`config.mk`:
```
export PLATFORM = sky130hd
export DESIGN_NAME = bao_ctrl
export DESIGN_NICKNAME = d
export VERILOG_FILES = /design/src/rtl/bao_pkg.sv /design/src/rtl/bao_ctrl.sv
export SDC_FILE = /design/constraint.sdc
export NUM_CORES = 1
export LEC_CHECK = 0
export BUFFER_PORTS_ARGS = -buffer_cell sky130_fd_sc_hd__buf_4
export CAP_MARGIN = 0
export CORE_ASPECT_RATIO = 0.9
export CORE_MARGIN = 2
export CORE_UTILIZATION = 25
export CTS_BUF_LIST = sky130_fd_sc_hd__clkbuf_16
export DETAILED_ROUTE_END_ITERATION = 16
export PLACE_DENSITY = 0.44
export SKIP_LAST_GASP = 1
export SYNTH_ARGS = -nofsm -noshare
export SYNTH_HDL_FRONTEND = slang
export SYNTH_SLANG_ARGS = --single-unit
```
`constraint.sdc`:
```
create_clock -name clk -period 3.3 [get_ports clk]
set_clock_uncertainty 0.1 [all_clocks]
set_input_delay 0.33 -clock clk [delete_from_list [all_inputs] [get_ports clk]]
set_output_delay 0.33 -clock clk [all_outputs]
set_load 0.05 [all_outputs]
```
`src/rtl/bao_pkg.sv`:
```
// ----------------------------------------------------------------------------
// bao_pkg
// Shared types and constants of the binomial american option pricer:
// register indexes, reset values, fixed-point constants and the command word
// from the controller to the datapath.
// ----------------------------------------------------------------------------
package bao_pkg;

    // lattice size limit
    localparam int BAO_MAX_STEPS = 1024;

    // configuration port
    localparam int CFG_IDX_W  = 3;
    localparam int CFG_DATA_W = 32;

    // register indexes
    localparam logic [CFG_IDX_W-1:0] REG_UP_FACTOR   = 3'd0;
    localparam logic [CFG_IDX_W-1:0] REG_DOWN_FACTOR = 3'd1;
    localparam logic [CFG_IDX_W-1:0] REG_WEIGHT_UP   = 3'd2;
    localparam logic [CFG_IDX_W-1:0] REG_WEIGHT_DOWN = 3'd3;
    localparam logic [CFG_IDX_W-1:0] REG_STEP_COUNT  = 3'd4;

    // value widths
    localparam int VAL_W  = 32;
    localparam int STEP_W = 11;

    // fixed-point constants
    localparam logic [VAL_W-1:0] ONE_Q30  = 32'h4000_0000;
    localparam logic [VAL_W-1:0] HALF_Q30 = 32'h2000_0000;

    // register reset values
    localparam logic [VAL_W-1:0]  RST_UP_FACTOR   = ONE_Q30;
    localparam logic [VAL_W-1:0]  RST_DOWN_FACTOR = ONE_Q30;
    localparam logic [VAL_W-1:0]  RST_WEIGHT_UP   = HALF_Q30;
    localparam logic [VAL_W-1:0]  RST_WEIGHT_DOWN = HALF_Q30;
    localparam logic [STEP_W-1:0] RST_STEP_COUNT  = 11'd100;

    // controller to datapath command word
    typedef struct packed {
        logic load;         // capture request, seed power tables at entry 0
        logic build_mul;    // multiply running powers by u and d
        logic build_wr;     // store running powers at node index
        logic issue;        // launch one lattice node into the pipeline
        logic leaf;         // node belongs to the leaf level
        logic load_result;  // move last node value into the output register
    } bao_cmd_t;

endpackage

```
`src/rtl/bao_ctrl.sv`:
```
// ----------------------------------------------------------------------------
// bao_ctrl
// Sequencer of the pricer: builds the power tables, walks the lattice level
// by level through the datapath pipeline and hands off the result word.
// ----------------------------------------------------------------------------
module bao_ctrl
    import bao_pkg::*;
#(
    parameter int MAX_STEPS = BAO_MAX_STEPS,
    parameter int AW        = $clog2(MAX_STEPS + 1)
)
(
    input  logic              clk,
    input  logic              rst_n,
    input  logic              in_valid,
    output logic              in_stall,
    output logic              out_valid,
    input  logic              out_stall,
    input  logic [STEP_W-1:0] step_count,
    output bao_cmd_t          cmd,
    output logic [AW-1:0]     node_idx,
    output logic [AW-1:0]     level_idx
);

    localparam int ST_W = 3;
    localparam logic [ST_W-1:0] ST_IDLE   = 3'd0;
    localparam logic [ST_W-1:0] ST_BMUL   = 3'd1;
    localparam logic [ST_W-1:0] ST_BWR    = 3'd2;
    localparam logic [ST_W-1:0] ST_RUN    = 3'd3;
    localparam logic [ST_W-1:0] ST_DRAIN  = 3'd4;
    localparam logic [ST_W-1:0] ST_FINISH = 3'd5;

    // drain count that lets the last node of a level be written back before the next level reads it
    localparam logic [1:0] DRAIN_LAST = 2'd2;

    logic [ST_W-1:0] state_reg, state_next;
    logic [AW-1:0]   n_reg, n_next;
    logic [AW-1:0]   lev_reg, lev_next;
    logic [AW-1:0]   idx_reg, idx_next;
    logic [1:0]      drain_reg, drain_next;
    logic            leaf_reg, leaf_next;
    logic            out_valid_reg, out_valid_next;
    logic [AW-1:0]   n_clamp;

    // step count limited to the lattice size
    always_comb
    begin
        if (32'(step_count) > 32'(MAX_STEPS))
        begin
            n_clamp = AW'(MAX_STEPS);
        end
        else
        begin
            n_clamp = AW'(step_count);
        end
    end

    // next state and commands
    always_comb
    begin
        state_next     = state_reg;
        n_next         = n_reg;
        lev_next       = lev_reg;
        idx_next       = idx_reg;
        drain_next     = drain_reg;
        leaf_next      = leaf_reg;
        cmd            = '0;
        unique case (state_reg)
            ST_IDLE:
            begin
                if (in_valid)
                begin
                    cmd.load  = 1'b1;
                    n_next    = n_clamp;
                    lev_next  = n_clamp;
                    leaf_next = 1'b1;
                    if (n_clamp == '0)
                    begin
                        idx_next   = '0;
                        state_next = ST_RUN;
                    end
                    else
                    begin
                        idx_next   = AW'(1);
                        state_next = ST_BMUL;
                    end
                end
            end
            ST_BMUL:
            begin
                cmd.build_mul = 1'b1;
                state_next    = ST_BWR;
            end
            ST_BWR:
            begin
                cmd.build_wr = 1'b1;
                if (idx_reg == n_reg)
                begin
                    idx_next   = '0;
                    state_next = ST_RUN;
                end
                else
                begin
                    idx_next   = idx_reg + AW'(1);
                    state_next = ST_BMUL;
                end
            end
            ST_RUN:
            begin
                cmd.issue = 1'b1;
                cmd.leaf  = leaf_reg;
                if (idx_reg == lev_reg)
                begin
                    drain_next = '0;
                    state_next = ST_DRAIN;
                end
                else
                begin
                    idx_next = idx_reg + AW'(1);
                end
            end
            ST_DRAIN:
            begin
                if (drain_reg == DRAIN_LAST)
                begin
                    if (lev_reg == '0)
                    begin
                        state_next = ST_FINISH;
                    end
                    else
                    begin
                        lev_next   = lev_reg - AW'(1);
                        idx_next   = '0;
                        leaf_next  = 1'b0;
                        state_next = ST_RUN;
                    end
                end
                else
                begin
                    drain_next = drain_reg + 2'd1;
                end
            end
            ST_FINISH:
            begin
                if (!out_valid_reg || !out_stall)
                begin
                    cmd.load_result = 1'b1;
                    state_next      = ST_IDLE;
                end
            end
            default:
            begin
                state_next = ST_IDLE;
            end
        endcase
    end

    // output word valid
    always_comb
    begin
        out_valid_next = out_valid_reg;
        if (cmd.load_result)
        begin
            out_valid_next = 1'b1;
        end
        else if (out_valid_reg && !out_stall)
        begin
            out_valid_next = 1'b0;
        end
    end

    // state registers
    always_ff @(posedge clk or negedge rst_n)
    begin
        if (!rst_n)
        begin
            state_reg     <= ST_IDLE;
            n_reg         <= '0;
            lev_reg       <= '0;
            idx_reg       <= '0;
            drain_reg     <= '0;
            leaf_reg      <= 1'b0;
            out_valid_reg <= 1'b0;
        end
        else
        begin
            state_reg     <= state_next;
            n_reg         <= n_next;
            lev_reg       <= lev_next;
            idx_reg       <= idx_next;
            drain_reg     <= drain_next;
            leaf_reg      <= leaf_next;
            out_valid_reg <= out_valid_next;
        end
    end

    assign in_stall  = (state_reg != ST_IDLE);
    assign out_valid = out_valid_reg;
    assign node_idx  = idx_reg;
    assign level_idx = lev_reg;

endmodule

```
==> results of run 1 <==
## placed cells by master, fill, tap and decap left out, types with 3 or more instances in the layout
master	instances
and2_1	3
a21oi_1	15
a31oi_1	3
o21ai_0	24
clkbuf_16	5
nor2_1	21
nand3_1	5
or3_1	5
ha_1	3
xor2_1	22
nand2_1	37
nor3_1	8
o22a_1	3
and3_1	11
nor2b_1	4
nor4_1	10
o22ai_1	9
buf_4	47
dfrtp_1	40
inv_1	6
a22o_1	12
## metal layers
layer / global-route usage / routed length [um] / up-vias
met5: 0 / 0 / -
met4: 0.0346 / 76 / 0
met3: 0.0269 / 367 / 8
met2: 0.200 / 3110 / 58
met1: 0.210 / 3860 / 1104
li1: - / - / 1131
## cells by family (layout without fill, tap and decap cells)
family	count (synthesis)	after routing	synth area share
mux	5	5	0.0226
compound gates	82	82	0.215
buf+inv	31	62	0.0487
simple gates	114	114	0.230
flops	40	40	0.394
xor+xnor	22	22	0.0757
fa+ha+maj	3	3	0.0148
## power by group
| group | switching, mW | total (mW) | internal, mW | leakage [nW] |
|---|---|---|---|---|
| Clock | 0.197 | 0.549 | 0.352 | 0.0789 |
| Sequential | 0.282 | 0.955 | 0.673 | 0.511 |
| Combinational | 1.03 | 1.61 | 0.580 | 0.903 |
## what timing repair did
item                      in CTS  in global routing
gates resized for setup        0                  0
hold endpoints to repair      40                  0
hold buffers                   1                  0
## layout make-up
cell class / instances / area (um^2)
Clock buffer: 5 / 125
Clock inverter: 3 / 37.5
Fill cell: 1079 / 6660
Inverter: 6 / 22.5
Multi-Input combinational cell: 226 / 1420
Sequential cell: 40 / 1000
Tap cell: 126 / 158
Timing Repair Buffer: 48 / 363
## worst paths after layout
check / end / startpoint / cells after the start
hold reg to reg: n_reg[1] / n_reg[1] / 2
min in group asynchronous: node_idx[0] / rst_n / 2
hold / removal: out_valid / out_stall / 3
setup / recovery: node_idx[1] / level_idx[0] / 7
setup reg to reg: node_idx[1] / level_idx[0] / 7
max in group asynchronous: level_idx[0] / rst_n / 2
## stage by stage
stage,worst slack [ns],instance area [um^2],util,std cells
after floorplan,0.573,2540,-,297
after global placement,0.529,2950,0.302,445
after detailed placement,0.434,2950,0.302,445
after CTS,0.425,3130,0.319,454
after global routing,0.240,3130,0.319,454
final,0.428,3130,0.319,454
## worst max-delay path: stages, from the launching register on
cell     delay, ns
dfrtp_1       0.47
inv_1         0.12
ha_1          0.21
or4b_4        0.52
nor4b_4       0.42
o32ai_2       0.29
or2_4         0.31
mux2_4        0.29
==> results.json, run 1 <==
{
  "tightest_slew_ns": 0.908,
  "synth_most_common_cell": "dfrtp_1",
  "synthArstFlopShare": 1.00,
  "period_share": 0.870,
  "ant_nets": 0,
  "grt_pass1_wl_mm": 11.7,
  "core-area_um2": 9780,
  "place_hpwl_mm": 5.53,
  "clock_latency_ns": 0.29,
  "synth-edff-count": 0,
  "synth_seq_area_share": 0.394,
  "syn_nets": 315,
  "route.detailed.drc": 0,
  "drv_cap": 0,
  "yosysWarningCount": 0,
  "cts.sink_count": 40,
  "antenna_found_initial": 0,
  "whs_ns": 0.155,
  "max_slew_margin": 0.392,
  "groute.usage.overall": 0.139,
  "grt_setup_unrepaired": "false",
  "cts_buffers": 5,
  "cts_tree": "built",
  "clockBufferDepth": 2,
  "status": "finished clean",
  "rows": 34,
  "power_mw": 3.11,
  "synthCells": 297,
  "reg2reg_slack_ns": 0.43,
  "dr.pass1.iters": 4,
  "leakagePower_nw": 1.49,
  "grt_overflow_total": 0,
  "drive_gt1_frac": 0.192,
  "critical_path_arrival_ns": 2.94,
  "grt_max_degree": 41,
  "avgSynthCellArea_um2": 8.56,
  "fmax_mhz": 348,
  "die_y_um": 99.7,
  "ys.flop_type": "dfrtp_1",
  "hold_path.class": "in2reg",
  "start_kind": "flip-flop",
  "synth.distinct_cells": 47,
  "finalCriticalPeriod_ns": 2.87,
  "routed_wl_mm": 7.41,
  "htreeDepth": 2,
  "yosysTopAreaCell": "dfrtp_1",
  "endpoint_kind": "flip-flop",
  "ys_top_cells_by_area": "dfrtp_1, xor2_1, nand2_1",
  "io_pins": 45,
  "critPathKind": "reg2reg",
  "die_area_um2": 11000,
  "die_x_um": 110,
  "hold_violations": 0,
  "grt_pass1_vias": 2147,
  "clkTransAtPathRegs_ns": 0.06,
  "ys_ff_latch": 40,
  "start_util": 0.260,
  "io_buffers": 44,
  "path_max_fanout": 12,
  "synth_common_cells": "dfrtp_1, nand2_1, o21ai_0",
  "area_delta_synth_final_pct": 22.9,
  "ir_drop_mv": 0.647,
  "cts_root_buf": "clkbuf_16",
  "synth_area_um2": 2540,
  "critPathRequiredTime_ns": 3.37,
  "power.density_nw_per_um2": 995,
  "setup-tns-final_ns": 0,
  "drtIter0Drc": 85,
  "antennaDiodeCount": 0,
  "drt-vias-per-instance": 5.07,
  "cts_setup_buffers": 0,
  "gp_congestion": 0.835,
  "synth_top_area_frac": 0.394,
  "nets": 345,
  "vias": 2301,
  "setup_viol": 0,
  "maxSlewViolCount": 0,
  "wire_per_inst_um": 16.3
}
Power figures use the tool's default switching activity.
==> inputs of run 2 (changes only) <==
==> constraint.sdc (replaced) <==
create_clock -name clk -period 3.01 [get_ports clk]
set_clock_uncertainty 0.1 [all_clocks]
set_input_delay 0.301 -clock clk [delete_from_list [all_inputs] [get_ports clk]]
set_output_delay 0.301 -clock clk [all_outputs]
set_load 0.05 [all_outputs]
==> run 2 against run 1 <==
Effect of this change:
- sequential power is 5% higher
- first-iteration DRC count is 26% higher
- sequential cell count stayed put
- register-to-register slack worse by 0.06 ns
- clock power is 9.8% higher
- non-clock buffer count is 5 higher
- global-route usage is 0.53 points higher
- setup slack worse by 0.057 ns
- total power is 11% higher
- final area is 1.2% higher
- critical path type unchanged
- critical endpoint unchanged
- largest power group unchanged
==> results.json, run 2 (synthesis gave the netlist of run 1 again) <==
{
  "status": "finished clean",
  "ff2ff_path_depth": 7,
  "routed_wl_mm": 7.52,
  "finalCriticalPeriod_ns": 2.64,
  "core-area_um2": 9780,
  "fin_ws_ns": 0.372,
  "grt_overflow_total": 0,
  "cts.sink_count": 40,
  "start_util": 0.260,
  "htreeDepth": 2,
  "ant_nets": 0,
  "antenna_found_initial": 0,
  "mostFrequentLayoutCells": "buf_4, dfrtp_1, nand2_1, o21ai_0, xor2_1",
  "crit_path_top_delay_cell": "or4b_4",
  "die_y_um": 99.7,
  "antennaDiodeCount": 0,
  "io_buffers": 44,
  "gp_congestion": 0.824,
  "clkTransAtPathRegs_ns": 0.06,
  "reg2reg_to": "node_idx[1]",
  "path_max_fanout": 12,
  "start_kind": "flip-flop",
  "endpoint_kind": "flip-flop",
  "vias": 2328,
  "period_share": 0.877,
  "route.detailed.drc": 0,
  "place_hpwl_mm": 5.67,
  "drt-vias-per-instance": 5.07,
  "wire_per_inst_um": 16.4,
  "critPathKind": "reg2reg",
  "ctsResizeCount": 0,
  "power.density_nw_per_um2": 1090,
  "whs_ns": 0.138,
  "clockBufferDepth": 2,
  "grt_pass1_wl_mm": 12.2,
  "setup-tns-final_ns": 0,
  "grt_setup_unrepaired": "false",
  "tightest_slew_ns": 0.844,
  "fin_area_um2": 3160,
  "maxSlewViolCount": 0,
  "leakagePower_nw": 1.52,
  "drv_cap": 0,
  "die_x_um": 110,
  "critPathRequiredTime_ns": 3.08,
  "ir_drop_mv": 0.448,
  "fin_cells": 459,
  "critical_path_arrival_ns": 2.70,
  "io_pins": 45,
  "drive_gt1_frac": 0.207,
  "nets": 350,
  "setup_viol": 0,
  "critPathMaxStageDelay_ns": 0.52,
  "hold_violations": 0,
  "drtIter0Drc": 107,
  "reg2reg_from": "level_idx[1]",
  "fmax_mhz": 379,
  "dp_worst_setup_slack_ns": 0.373,
  "max_slew_margin": 0.438,
  "cts_tree": "built",
  "hold_path.class": "in2reg",
  "area_delta_synth_final_pct": 24.4,
  "crit_path_cell_trace": "inv_1, ha_1, or4b_4, nor4b_4, o32ai_2, or2_4, mux2_4",
  "dr.pass1.iters": 4,
  "cts_buffers": 5,
  "power_mw": 3.46,
  "grt_pass1_vias": 2264,
  "place_inst": 450,
  "rows": 34,
  "hold_path_startpoint": "out_stall",
  "grt_max_degree": 41,
  "whs_endpoint": "out_valid",
  "clock_latency_ns": 0.28,
  "final_common_cell": "buf_4",
  "die_area_um2": 11000,
  "whs_path_depth": 3,
  "utilization": 0.323,
  "cts_root_buf": "clkbuf_16",
  "groute.usage.overall": 0.144,
  "post_dp_cell_area_um2": 2990,
  "reg2reg_slack_ns": 0.37
}
==> run 2: cell count changes in the layout (fill, tap and decap cells not counted), sizes merged <==
cell,change
clkinv,-1
buf,+5
inv,+1
==> run 2: worst max-delay path by stage <==
stage                             from      endpoint  slack, ns  cells after the start
after floorplan           level_idx[0]   node_idx[1]       0.28                      7
after global placement    level_idx[1]   node_idx[1]       0.41                      7
after detailed placement  level_idx[1]   node_idx[1]       0.37                      7
after CTS                 level_idx[1]   node_idx[1]       0.36                      7
after global routing      level_idx[1]  level_idx[7]       0.19                      8
final                     level_idx[1]   node_idx[1]       0.37                      7
==> run 2: timing repair <==
action,in CTS,in global routing
hold buffers,1,0
hold endpoints to repair,40,0
setup buffers,0,0
==> run 2: layout make-up <==
class / count / area [um^2]
fill: 1066 / 6620
tap: 126 / 158
multi-input combinational: 226 / 1420
clock buffer: 5 / 125
sequential: 40 / 1000
inverter: 6 / 22.5
clock inverter: 3 / 38.8
timing repair buffer: 53 / 400
==> run 2: metal layers <==
layer,global-route usage,wire [um],part of all wire
met5,0,0,0
met4,0.0375,100,0.013
met3,0.0282,341,0.045
met2,0.207,3200,0.43
met1,0.218,3870,0.51
==> run 2: critical path, delay by kind of cell (launching register included) <==
kind	cells	cell delay (ns)
fa+ha+maj	1	0.19
compound gates	1	0.25
simple gates	3	1.15
flops	1	0.44
buf+inv	1	0.10
mux	1	0.29
==> run 2: where the power goes <==
| part | internal (mW) | switching, mW | total [mW] | leakage (nW) |
|---|---|---|---|---|
| combinational | 0.672 | 1.19 | 1.86 | 0.927 |
| sequential | 0.738 | 0.266 | 1.00 | 0.511 |
| clock | 0.387 | 0.216 | 0.603 | 0.0850 |
